File: src/rtl/core/wsam_pkg.sv
// Shared constants, operation codes and cell control type for the wide multiplier.
package wsam_pkg;

   localparam int A_WORDS_DEF   = 10;
   localparam int B_WORDS_DEF   = 5;
   localparam int WORD_BITS_DEF = 32;

   // Fixed field widths of the request and response transactions.
   localparam int OP_W  = 2;
   localparam int IDX_W = 4;
   localparam int VAL_W = 32;

   localparam logic [OP_W-1:0] OP_LOAD_A = 2'd0;
   localparam logic [OP_W-1:0] OP_LOAD_B = 2'd1;
   localparam logic [OP_W-1:0] OP_START  = 2'd2;

   typedef struct packed {
      logic clear;
      logic step;
      logic add;
      logic shift_out;
   } cell_ctl_type;

endpackage

File: src/rtl/core/wsam_if.sv
// Valid/ready channel interfaces for the request and response transactions.
interface wsam_req_if import wsam_pkg::*; ();
   logic             valid;
   logic             ready;
   logic [OP_W-1:0]  operation;
   logic [IDX_W-1:0] word_index;
   logic [VAL_W-1:0] word_value;

   modport source (output valid, output operation, output word_index, output word_value,
                   input ready);
   modport sink   (input valid, input operation, input word_index, input word_value,
                   output ready);
endinterface

interface wsam_rsp_if import wsam_pkg::*; ();
   logic             valid;
   logic             ready;
   logic [VAL_W-1:0] product_word;
   logic [IDX_W-1:0] product_index;
   logic             last_word;

   modport source (output valid, output product_word, output product_index,
                   output last_word, input ready);
   modport sink   (input valid, input product_word, input product_index,
                   input last_word, output ready);
endinterface

File: src/rtl/core/wsam_cell.sv
// One word cell of the chain: multiplicand word, product word and pending carry.
module wsam_cell import wsam_pkg::*; #(
   parameter int WORD_BITS = WORD_BITS_DEF
) (
   input  logic                 clock,
   input  cell_ctl_type         ctl,
   input  logic [WORD_BITS-1:0] load_word,
   input  logic                 bit_low,
   input  logic                 carry_low,
   input  logic [WORD_BITS-1:0] sum_low,
   output logic                 bit_out,
   output logic                 carry_out,
   output logic [WORD_BITS-1:0] sum_out
);

   logic [WORD_BITS-1:0] mcand_ff, mcand_in;
   logic [WORD_BITS-1:0] sum_ff, sum_in;
   logic                 carry_ff, carry_in;
   logic [WORD_BITS-1:0] addend;
   logic [WORD_BITS:0]   add_result;

   // The carry out of this word is registered and added by the upper neighbor in the next
   // cycle, so the accumulator stays in carry-save form until the flush cycles.
   assign addend     = ctl.add ? mcand_ff : '0;
   assign add_result = {1'b0, sum_ff} + {1'b0, addend} + (WORD_BITS + 1)'(carry_low);

   always_comb begin
      mcand_in = mcand_ff;
      sum_in   = sum_ff;
      carry_in = carry_ff;
      priority if (ctl.clear) begin
         mcand_in = load_word;
         sum_in   = '0;
         carry_in = 1'b0;
      end else if (ctl.step) begin
         mcand_in = {mcand_ff[WORD_BITS-2:0], bit_low};
         sum_in   = add_result[WORD_BITS-1:0];
         carry_in = add_result[WORD_BITS];
      end else if (ctl.shift_out) begin
         sum_in = sum_low;
      end else begin
         sum_in = sum_ff;
      end
   end

   always_ff @(posedge clock) begin
      mcand_ff <= mcand_in;
      sum_ff   <= sum_in;
      carry_ff <= carry_in;
   end

   assign bit_out   = mcand_ff[WORD_BITS-1];
   assign carry_out = carry_ff;
   assign sum_out   = sum_ff;

endmodule

File: src/rtl/core/wide_shift_add_multiplier.sv
// Top level of the shift-and-add multiplier built from a chain of word cells.
// The block stays ready during loads. A start runs B_WORDS*WORD_BITS shift-and-add
// steps and then flushes the pending carries through the chain. After the flush the
// product words follow one per cycle while the sink is ready, and the next transaction
// is accepted once the last product word is registered.
// Synchronous active-high reset clears control state and both operand stores to zero.
module wide_shift_add_multiplier import wsam_pkg::*; #(
   parameter int A_WORDS   = A_WORDS_DEF,
   parameter int B_WORDS   = B_WORDS_DEF,
   parameter int WORD_BITS = WORD_BITS_DEF
) (
   input logic          clock,
   input logic          reset,
   wsam_req_if.sink     req_chan,
   wsam_rsp_if.source   rsp_chan
);

   localparam int P_WORDS   = A_WORDS + B_WORDS;
   localparam int MUL_STEPS = B_WORDS * WORD_BITS;
   localparam int CNT_MAX   = (MUL_STEPS > P_WORDS) ? MUL_STEPS : P_WORDS;
   localparam int CNT_W     = $clog2(CNT_MAX);
   localparam int EIDX_W    = $clog2(P_WORDS);
   localparam int AIDX_W    = (A_WORDS > 1) ? $clog2(A_WORDS) : 1;
   localparam int BIDX_W    = (B_WORDS > 1) ? $clog2(B_WORDS) : 1;

   localparam logic [1:0] ST_IDLE  = 2'd0;
   localparam logic [1:0] ST_MUL   = 2'd1;
   localparam logic [1:0] ST_FLUSH = 2'd2;
   localparam logic [1:0] ST_EMIT  = 2'd3;

   logic [1:0]           state_ff, state_in;
   logic [CNT_W-1:0]     cnt_ff, cnt_in;
   logic [EIDX_W-1:0]    eidx_ff, eidx_in;
   logic [MUL_STEPS-1:0] mplier_sr_ff, mplier_sr_in;
   logic [MUL_STEPS-1:0] mplier_flat;

   logic [WORD_BITS-1:0] mcand_mem_ff [A_WORDS];
   logic [WORD_BITS-1:0] mplier_mem_ff [B_WORDS];

   logic                 rsp_valid_ff, rsp_valid_in;
   logic [VAL_W-1:0]     rsp_word_ff;
   logic [IDX_W-1:0]     rsp_index_ff;
   logic                 rsp_last_ff;

   logic                 req_accept;
   logic                 start_accept;
   logic                 emit_go;
   logic                 emit_last;
   logic [WORD_BITS-1:0] val_w;
   cell_ctl_type         ctl;

   // Chains between neighbors; entry P_WORDS is the constant feed below the last cell.
   logic                 bit_chain   [P_WORDS+1];
   logic                 carry_chain [P_WORDS+1];
   logic [WORD_BITS-1:0] sum_chain   [P_WORDS+1];

   assign req_chan.ready = (state_ff == ST_IDLE);
   assign req_accept     = req_chan.valid && req_chan.ready;
   assign start_accept   = req_accept && (req_chan.operation == OP_START);
   assign val_w          = WORD_BITS'(req_chan.word_value);
   assign emit_go        = (state_ff == ST_EMIT) && (!rsp_valid_ff || rsp_chan.ready);
   assign emit_last      = (eidx_ff == EIDX_W'(P_WORDS - 1));

   always_comb begin
      ctl.clear     = start_accept;
      ctl.step      = (state_ff == ST_MUL) || (state_ff == ST_FLUSH);
      ctl.add       = (state_ff == ST_MUL) && mplier_sr_ff[0];
      ctl.shift_out = emit_go;
   end

   // Operand stores.
   always_ff @(posedge clock) begin
      if (reset) begin
         for (int i = 0; i < A_WORDS; i++) begin
            mcand_mem_ff[i] <= '0;
         end
         for (int i = 0; i < B_WORDS; i++) begin
            mplier_mem_ff[i] <= '0;
         end
      end else if (req_accept) begin
         if (req_chan.operation == OP_LOAD_A && 32'(req_chan.word_index) < A_WORDS) begin
            mcand_mem_ff[AIDX_W'(req_chan.word_index)] <= val_w;
         end
         if (req_chan.operation == OP_LOAD_B && 32'(req_chan.word_index) < B_WORDS) begin
            mplier_mem_ff[BIDX_W'(req_chan.word_index)] <= val_w;
         end
      end
   end

   // Word 0 is most significant, so the last word lands in the low bits.
   always_comb begin
      for (int b = 0; b < B_WORDS; b++) begin
         mplier_flat[(B_WORDS-1-b)*WORD_BITS +: WORD_BITS] = mplier_mem_ff[b];
      end
   end

   always_comb begin
      state_in     = state_ff;
      cnt_in       = cnt_ff;
      eidx_in      = eidx_ff;
      mplier_sr_in = mplier_sr_ff;
      unique case (state_ff)
         ST_IDLE: begin
            if (start_accept) begin
               state_in     = ST_MUL;
               cnt_in       = CNT_W'(MUL_STEPS - 1);
               mplier_sr_in = mplier_flat;
            end
         end
         ST_MUL: begin
            mplier_sr_in = mplier_sr_ff >> 1;
            if (cnt_ff == '0) begin
               state_in = ST_FLUSH;
               cnt_in   = CNT_W'(P_WORDS - 1);
            end else begin
               cnt_in = cnt_ff - 1'b1;
            end
         end
         ST_FLUSH: begin
            if (cnt_ff == '0) begin
               state_in = ST_EMIT;
               eidx_in  = '0;
            end else begin
               cnt_in = cnt_ff - 1'b1;
            end
         end
         ST_EMIT: begin
            if (emit_go) begin
               eidx_in = eidx_ff + 1'b1;
               if (emit_last) begin
                  state_in = ST_IDLE;
               end
            end
         end
         default: state_in = ST_IDLE;
      endcase
   end

   always_ff @(posedge clock) begin
      if (reset) begin
         state_ff <= ST_IDLE;
      end else begin
         state_ff <= state_in;
      end
      cnt_ff       <= cnt_in;
      eidx_ff      <= eidx_in;
      mplier_sr_ff <= mplier_sr_in;
   end

   // Response register.
   assign rsp_valid_in = emit_go ? 1'b1 : (rsp_chan.ready ? 1'b0 : rsp_valid_ff);

   always_ff @(posedge clock) begin
      if (reset) begin
         rsp_valid_ff <= 1'b0;
      end else begin
         rsp_valid_ff <= rsp_valid_in;
      end
      if (emit_go) begin
         rsp_word_ff  <= VAL_W'(sum_chain[0]);
         rsp_index_ff <= IDX_W'(eidx_ff);
         rsp_last_ff  <= emit_last;
      end
   end

   assign rsp_chan.valid         = rsp_valid_ff;
   assign rsp_chan.product_word  = rsp_word_ff;
   assign rsp_chan.product_index = rsp_index_ff;
   assign rsp_chan.last_word     = rsp_last_ff;

   // Cell chain; cell 0 holds the most significant word.
   assign bit_chain[P_WORDS]   = 1'b0;
   assign carry_chain[P_WORDS] = 1'b0;
   assign sum_chain[P_WORDS]   = '0;

   for (genvar i = 0; i < P_WORDS; i++) begin : g_cell
      logic [WORD_BITS-1:0] load_word;
      if (i < B_WORDS) begin : g_zero
         assign load_word = '0;
      end else begin : g_mcand
         assign load_word = mcand_mem_ff[i - B_WORDS];
      end

      wsam_cell #(
         .WORD_BITS (WORD_BITS)
      ) u_cell (
         .clock     (clock),
         .ctl       (ctl),
         .load_word (load_word),
         .bit_low   (bit_chain[i+1]),
         .carry_low (carry_chain[i+1]),
         .sum_low   (sum_chain[i+1]),
         .bit_out   (bit_chain[i]),
         .carry_out (carry_chain[i]),
         .sum_out   (sum_chain[i])
      );
   end

endmodule

File: src/flat_wrapper.sv
// flat-port wrapper written by rule: the top's interface ports become plain ports
module wide_shift_add_multiplier_flat import wsam_pkg::*;
#(
   parameter int A_WORDS   = A_WORDS_DEF,
   parameter int B_WORDS   = B_WORDS_DEF,
   parameter int WORD_BITS = WORD_BITS_DEF
)
  (clock, reset, req_chan_valid, req_chan_operation, req_chan_word_index, req_chan_word_value, req_chan_ready, rsp_chan_valid, rsp_chan_product_word, rsp_chan_product_index, rsp_chan_last_word, rsp_chan_ready);
  wsam_req_if req_chan_i ();
  wsam_rsp_if rsp_chan_i ();
  input logic clock;
  input logic reset;
  input wire logic [$bits(req_chan_i.valid)-1:0] req_chan_valid;
  input wire logic [$bits(req_chan_i.operation)-1:0] req_chan_operation;
  input wire logic [$bits(req_chan_i.word_index)-1:0] req_chan_word_index;
  input wire logic [$bits(req_chan_i.word_value)-1:0] req_chan_word_value;
  output wire logic [$bits(req_chan_i.ready)-1:0] req_chan_ready;
  output wire logic [$bits(rsp_chan_i.valid)-1:0] rsp_chan_valid;
  output wire logic [$bits(rsp_chan_i.product_word)-1:0] rsp_chan_product_word;
  output wire logic [$bits(rsp_chan_i.product_index)-1:0] rsp_chan_product_index;
  output wire logic [$bits(rsp_chan_i.last_word)-1:0] rsp_chan_last_word;
  input wire logic [$bits(rsp_chan_i.ready)-1:0] rsp_chan_ready;
  assign req_chan_i.valid = req_chan_valid;
  assign req_chan_i.operation = req_chan_operation;
  assign req_chan_i.word_index = req_chan_word_index;
  assign req_chan_i.word_value = req_chan_word_value;
  assign req_chan_ready = req_chan_i.ready;
  assign rsp_chan_valid = rsp_chan_i.valid;
  assign rsp_chan_product_word = rsp_chan_i.product_word;
  assign rsp_chan_product_index = rsp_chan_i.product_index;
  assign rsp_chan_last_word = rsp_chan_i.last_word;
  assign rsp_chan_i.ready = rsp_chan_ready;
  wide_shift_add_multiplier #(.A_WORDS(A_WORDS), .B_WORDS(B_WORDS), .WORD_BITS(WORD_BITS)) u_core (.clock(clock), .reset(reset), .req_chan(req_chan_i), .rsp_chan(rsp_chan_i));
endmodule
File: config.mk
export PLATFORM = sky130hd
export DESIGN_NAME = wide_shift_add_multiplier_flat
export DESIGN_NICKNAME = d
export VERILOG_FILES = /design/src/rtl/core/wsam_pkg.sv /design/src/rtl/core/wsam_if.sv /design/src/rtl/core/wsam_cell.sv /design/src/rtl/core/wide_shift_add_multiplier.sv /design/src/flat_wrapper.sv
export SDC_FILE = /design/constraint.sdc
export NUM_CORES = 2
export LEC_CHECK = 0
export BUFFER_PORTS_ARGS = -buffer_cell sky130_fd_sc_hd__buf_4
export CAP_MARGIN = 20
export CELL_PAD_IN_SITES_DETAIL_PLACEMENT = 0
export CELL_PAD_IN_SITES_GLOBAL_PLACEMENT = 2
export CORE_MARGIN = 2
export CORE_UTILIZATION = 38
export CTS_CLUSTER_DIAMETER = 40
export DETAILED_ROUTE_END_ITERATION = 12
export PLACE_DENSITY_LB_ADDON = 0.1
export RECOVER_POWER = 50
export SLEW_MARGIN = 5
export SYNTH_ARGS = -nofsm -noshare
export SYNTH_HDL_FRONTEND = slang
export SYNTH_SLANG_ARGS = --single-unit
File: constraint.sdc
create_clock -name clock -period 13.7 [get_ports clock]
set_clock_uncertainty 0.2 [all_clocks]
set_input_delay 0.685 -clock clock [delete_from_list [all_inputs] [get_ports clock]]
set_output_delay 0.685 -clock clock [all_outputs]
set_load 0.01 [all_outputs]
### Word level (Yosys, flattened, before mapping)

Memory sizes are Yosys's and may differ from the RTL's.
Index checks and enable logic that the tools add are counted.

| word-level totals | value |
|---|---|
| register bits after elaboration | 1186 |
| latch bits | 0 |
| memory bits (writable) | 480 |
| bits in read-only memories | 0 |
| logic and storage cells | 221 |
| memories kept | 2 |

Memories:

| memory | words | bits a word | rd ports | clocked after memory_dff | wr ports | RTL line | source |
|---|---|---|---|---|---|---|---|
| u_core.mcand_mem_ff | 10 | 32 | 10 | 0 | 10 | wide_shift_add_multiplier.sv:37 | `logic [WORD_BITS-1:0] mcand_mem_ff [A_WORDS];` |
| u_core.mplier_mem_ff | 5 | 32 | 5 | 0 | 5 | wide_shift_add_multiplier.sv:38 | `logic [WORD_BITS-1:0] mplier_mem_ff [B_WORDS];` |

| cells by class | value |
|---|---|
| add/sub/neg operators | 31 |
| $mul | 0 |
| div/mod/pow operators | 0 |
| $lt $le $gt $ge | 2 |
| equal/unequal tests | 12 |
| shift operators | 0 |
| multiplexer cells | 98 |
| bitwise operators | 0 |
| reduce and logical (&&, ||, !) cells | 24 |

Operators with widths:

| operator | count |
|---|---|
| $mux 32 | 67 |
| $add 32x32->33 | 14 |
| $add 33x1->33 | 13 |
| $pmux 160 s2 | 1 |
| $mux 160 | 1 |
| $reduce_or 32->1 | 2 |
| $add 32x1->32 | 1 |
| $add 32x32->32 | 1 |
| $mux 8 | 3 |
| $pmux 8 s3 | 1 |
| $mux 1 | 14 |
| $mux 4 | 3 |
| $mux 2 | 5 |
| $reduce_bool 2->1 | 5 |
| $logic_not 8->1 | 1 |
| $ne 2x2->1 const B | 4 |
| $pmux 2 s4 | 1 |
| $pmux 4 s2 | 1 |
| $sub 8x1->8 const B | 1 |
| $eq 2x2->1 const B | 3 |
| $logic_and 1x1->1 | 6 |
| $reduce_and 3->1 | 2 |
| $reduce_and 5->1 | 1 |
| $add 4x1->4 const B | 1 |
| other kinds (11) | 15 |

### Depth between registers and ports, before layout

| logic depth | value |
|---|---|
| depth in word-level cells | 8 |
| depth in mapped cells | 21 |

### Cells and area by module

A second synthesis with hierarchy kept.

| unflattened totals | value |
|---|---|
| cells, all modules | 9176 |
| area total of the unflattened synthesis | 97898.9 um^2 |

By module, submodules not included:

| module | instances | cells each | area each (um^2) |
|---|---|---|---|
| wsam_cell (u_core.g_cell[14].u_cell ...) | 10 | 506 | 4727.0 |
| wide_shift_add_multiplier | 1 | 1563 | 26492.9 |
| wsam_cell (u_core.g_cell[0].u_cell ...) | 4 | 513 | 4850.9 |
| wsam_cell (u_core.g_cell[13].u_cell) | 1 | 501 | 4732.0 |

### Least setup slack after synthesis

No wires, ideal clock.

| timing | value |
|---|---|
| path kind | flip-flop to flip-flop |
| from | register u_core.state_ff[1] |
| to | register u_core.mplier_sr_ff[0] (enable) |
| library setup time | 0.901 ns |
| arrival time | 12.241 ns |
| data required time | 12.599 ns |
| path slack | 0.358 ns |
| stages on the path, launching flop included | 7 |
| buffers on the path | 2 |
| clock period less this slack | 13.342 ns |
| cell sequence | dfxtp_1 inv_1 ha_1 clkbuf_1 clkbuf_1 inv_1 o21ai_0 |

| on the way | value |
|---|---|
| cells in the longest elaborated chain, start to end | 5 |
| elaborated cells between the ends (all ways) | 7 |
| those cells by class | eq/ne (2); reduce/logical (5) |

RTL lines:

| element | RTL line | source |
|---|---|---|
| from (decl) | wide_shift_add_multiplier.sv:31 | `logic [1:0] state_ff, state_in;` |
| from (signal assigned) | wide_shift_add_multiplier.sv:143 | `state_ff <= state_in;` |
| $logic_not 2->1 | wide_shift_add_multiplier.sv:57, wide_shift_add_multiplier.sv:102 |  |
| $logic_and 1x1->1 | wide_shift_add_multiplier.sv:58 | `assign req_accept = req_chan.valid && req_chan.ready;` |
| $logic_and 1x1->1 | wide_shift_add_multiplier.sv:59 | `assign start_accept = req_accept && (req_chan.operation == OP_START);` |
| $ne 2x2->1 (no line) | -- |  |
| $reduce_and 2->1 (no line) * | -- |  |
| to (signal assigned) | wide_shift_add_multiplier.sv:147 | `mplier_sr_ff <= mplier_sr_in;` |
| to (decl) | wide_shift_add_multiplier.sv:34 | `logic [MUL_STEPS-1:0] mplier_sr_ff, mplier_sr_in;` |

Mark *: on every way between the ends. The rest lies on a longest branch, timed or not.
A chain may end at the register's enable or synchronous reset.

### Final worst setup path

| timing | value |
|---|---|
| from | register u_core.state_ff[0] |
| to | register u_core.g_cell[10].u_cell.sum_ff[8] |

| on the way | value |
|---|---|
| cells in the longest elaborated chain, start to end | 6 |
| elaborated cells between the ends (all ways) | 14 |
| those cells by class | add/sub (2); eq/ne (3); mux (2); reduce/logical (7) |

RTL lines:

| element | RTL line | source |
|---|---|---|
| $eq 2x1->1 | wide_shift_add_multiplier.sv:66, wide_shift_add_multiplier.sv:67 |  |
| $logic_and 1x1->1 | wide_shift_add_multiplier.sv:67 | `ctl.add = (state_ff == ST_MUL) && mplier_sr_ff[0];` |
| $mux 32 | wsam_cell.sv:24 | `assign addend = ctl.add ? mcand_ff : '0;` |
| $add 32x32->33 | wsam_cell.sv:25 | `assign add_result = {1'b0, sum_ff} + {1'b0, addend} + (WORD_BITS + 1)'(carry_low);` |
| $add 33x1->33 | wsam_cell.sv:25 |  |
| $mux 32 | wsam_cell.sv:35 | `end else if (ctl.step) begin` |
| to (signal assigned) | wsam_cell.sv:48 | `sum_ff <= sum_in;` |
| to (decl) | wsam_cell.sv:17 | `logic [WORD_BITS-1:0] sum_ff, sum_in;` |

Parallel ways exist; a longest one is shown, timed or not.

==> impl_results.md <==
- Result of the run: complete, but fails checks
- Violated checks: max-capacitance violations, max-slew violations
- Half-perimeter wire length of the detailed placement result: 198,000 um
- Worst path buffer plus inverter count: 4
- Initial antenna violation count: 32
- Cells resized by post-CTS repair: 0
- Fraction of final layout cells with drive strength greater than 1: 9.16%
- # clock sinks: 1,666
- Class of the tightest hold or removal check: input pin to flop
- Flop and latch count out of synthesis: 1,666
- Post-layout utilization of the core: 44.6%
- Global-route congestion overflow total: 0
- Average cell area after synthesis: 9.48 um^2
- Via count of the first global-routing pass: 71.2k
- Type of origin of the critical path: flop
- Peak supply drop: 0.000208 V
- Starting DRT DRC Count: 4,803
- Series of cell instances along the critical path: ha_1, nand2_4, clkinvlp_2, buf_12, buf_4, buf_4, nand2_1, a21oi_1, a21oi_1, nor2_1
- Arrival @ worst endpoint: 9.47 ns
- Setup crit start: u_core.state_ff[0]$_SDFFE_PP0P_
- Post-layout minimum cycle time: 8.92 ns
- Number of inserted filler cells in the final layout: 22.9k
- Clock tree from TritonCTS: built
- DRC viols: 0
- Syn nets: 10.2k
- Summed negative setup slack over all endpoints: 0 ns
- Worst setup path category: flop to flop
- Total number of placement rows: 179
- Leak Pwr: 45.9 nW
- Max H-tree Level: 5
- Area fraction of the dominant cell type after synthesis: 33.3%
- Via density per instance: 5.49
- Yosys warnings: 0
- Predominant post-synthesis flop cell: sky130_fd_sc_hd__edfxtp_1
- First-pass GRT wire length: 458,000 um
- Wire per inst: 23.4 um
- DRT Wirelength: 305,000 um
- Die extent in y: 494 um
- EDFF count, synth: 1,009
- Worst-skew pair later-pin latency: 0.93 ns
- Post-synthesis to final-layout area growth: 16.6%
- Length of the first detailed-routing pass in iterations: 5
- Number of hold violations in the final report: 0
- Asr flop ratio synth: 0%
- Setup repair after global routing missed its margin: false
- Die width: 494 um
- Cell at the slowest stage of the critical path: sky130_fd_sc_hd__clkinvlp_2
- Highest-count cells in the layout ignoring fill and taps: sky130_fd_sc_hd__nand2_1, sky130_fd_sc_hd__edfxtp_1, sky130_fd_sc_hd__nor2_1
- Final-stage net count: 10.1k
- Tot GR Track Use: 24.5%
- Maximum cell stage delay along the critical path: 4.02 ns
- Fraction of the cycle the final worst path needs: 65.1%
- Vias post-DR: 71.5k
- Ports: 81
- Largest net degree at the start of global routing: 178
- Antenna Nets Post-Route: 0
- Number of buffers added on ports: 80
- Top area cells in the synthesized netlist: sky130_fd_sc_hd__edfxtp_1, sky130_fd_sc_hd__dfxtp_1, sky130_fd_sc_hd__nand2_1
- Number of library cell types mapped by synthesis: 96
- Max frequency: 112 MHz
- Slew of the pin with the lowest slew margin: 4.99 ns
- Core Area: 238,000 um^2
- Worst Path Max Fanout: 125
- Clock-pin slew on the worst setup and hold paths: 0.06 ns
- Areal power density over the cells: 223 nW/um^2
- Max-slew violation total from the final report: 1,363
- Tightest slew margin relative to the limit: -234%
- Die Area: 244,000 um^2
- Initial standard-cell utilization of the core: 38.3%
- Required time of the worst setup path: 14.26 ns
- Synthesized cell area: 91,100 um^2
- Cell taking the most area after synthesis: sky130_fd_sc_hd__edfxtp_1
- Internal reg-to-reg setup slack: 4.78 ns
- Most frequent standard cell in the layout excluding fill and tap cells: sky130_fd_sc_hd__nand2_1
- Final weighted congestion of routability-driven global placement: 0.867
- Cells after Synth: 9,612
- Cts bufs inserted: 348
- Setup crit end kind: flop
- Total of endpoints with negative setup slack in the final report: 0
- Maxcap violations: 33
- Sequential element share of the synthesized area: 47.7%
- Top cell family by delay on the critical path: buffers and inverters
- Power, Total: 23.6 mW
- Start point of the worst min-delay path: req_chan_word_value[31]
- Root Buffer: sky130_fd_sc_hd__clkbuf_16
- WHS: 0.0517 ns
- Maximum clock insertion buffer count: 4
- Worst reg2reg path startpoint: u_core.state_ff[0]$_SDFFE_PP0P_
==> state kept, by name, summed over array words and instances, names as in the netlist <==
| name | cells |
|---|---|
| u_core.cnt_ff | 8 |
| u_core.eidx_ff | 4 |
| u_core.g_cell.u_cell.carry_out | 14 |
| u_core.g_cell.u_cell.mcand_ff | 480 |
| u_core.g_cell.u_cell.sum_out | 480 |
| u_core.mcand_mem_ff | 320 |
| u_core.mplier_mem_ff | 160 |
| u_core.mplier_sr_ff | 160 |
| u_core.rsp_chan.last_word | 1 |
| u_core.rsp_chan.product_index | 4 |
| u_core.rsp_chan.product_word | 32 |
| u_core.rsp_chan.valid | 1 |
| u_core.state_ff | 2 |
==> metal layers <==
metal | wire (um) | global-route usage [%] | vias to the layer above
met5 | 50 | 0 | -
li1 | - | - | 34294
met4 | 8080 | 6.91 | 8
met3 | 13000 | 2.98 | 456
met1 | 142000 | 34.0 | 35136
met2 | 141000 | 40.0 | 1579
==> power by group <==
| group | switching (mW) | leakage (nW) | internal, mW |
|---|---|---|---|
| Sequential | 1.17 | 15.3 | 7.00 |
| Clock | 2.90 | 5.84 | 5.85 |
| Combinational | 4.25 | 24.8 | 2.48 |
==> worst paths after layout <==
kind / endpoint / cells after the start
setup / recovery: u_core.g_cell[10].u_cell.sum_out[8]$_SDFFE_PP0P_ / 10
hold / removal: u_core.mcand_mem_ff[8][31]$_SDFFCE_PN0P_ / 2
setup reg to reg: u_core.g_cell[10].u_cell.sum_out[8]$_SDFFE_PP0P_ / 10
hold reg to reg: u_core.rsp_chan.product_word[16]$_DFFE_PP_ / 0
==> through the flow <==
stage / setup slack, ns / area (um^2) / instances
floorplan: 0.358 / 91100 / 9612
global placement: 7.44 / 94400 / 12372
detailed placement: 7.40 / 94400 / 12373
CTS: 7.35 / 107000 / 13009
global route: 3.99 / 106000 / 13011
finish: 4.78 / 106000 / 13022
==> final cells by class <==
cell class / instances / area (um^2) / share of cell area (%)
well taps: 3167 / 3960 / 3.73
diodes: 12 / 30.0 / 0.0283
inverters: 164 / 624 / 0.588
multi-input cells: 7200 / 44800 / 42.2
flip-flops and latches: 1666 / 43500 / 40.9
clock buffers: 409 / 9360 / 8.81
repair buffers: 186 / 1270 / 1.19
clock inverters: 218 / 2730 / 2.57
==> synth_stat cells, types with 57 or more instances <==
library cell,count
sky130_fd_sc_hd__nand2_1,1862
sky130_fd_sc_hd__o22ai_1,117
sky130_fd_sc_hd__nor2b_1,57
sky130_fd_sc_hd__inv_1,162
sky130_fd_sc_hd__clkbuf_1,533
sky130_fd_sc_hd__nand3_1,100
sky130_fd_sc_hd__and2_1,212
sky130_fd_sc_hd__ha_1,473
sky130_fd_sc_hd__xnor2_1,207
sky130_fd_sc_hd__xor2_1,188
sky130_fd_sc_hd__nor2_1,900
sky130_fd_sc_hd__dfxtp_1,657
sky130_fd_sc_hd__edfxtp_1,1009
sky130_fd_sc_hd__a21o_1,270
sky130_fd_sc_hd__o21ai_0,240
sky130_fd_sc_hd__mux2i_1,297
sky130_fd_sc_hd__mux2_2,160
sky130_fd_sc_hd__nand2b_1,73
sky130_fd_sc_hd__a311oi_1,162
sky130_fd_sc_hd__a21oi_1,629
sky130_fd_sc_hd__a211oi_1,62
sky130_fd_sc_hd__and3_1,564
==> timing repair <==
item                                    4_1_cts  5_1_grt
hold endpoints to repair                     34        0
hold buffers                                  9        0
endpoints found under the setup margin        0        0
buffers inserted                              0        0
==> cells by family after synthesis <==
family          count (synthesis)  share of synthesized area [%]
compound gates               1883                           13.5
buf+inv                       746                           3.14
fa+ha+maj                     502                           7.13
flops                        1666                           47.7
xor+xnor                      395                           3.80
simple gates                 3963                           19.5
mux                           457                           5.24
Note: power is estimated with default switching activity, not from simulation.
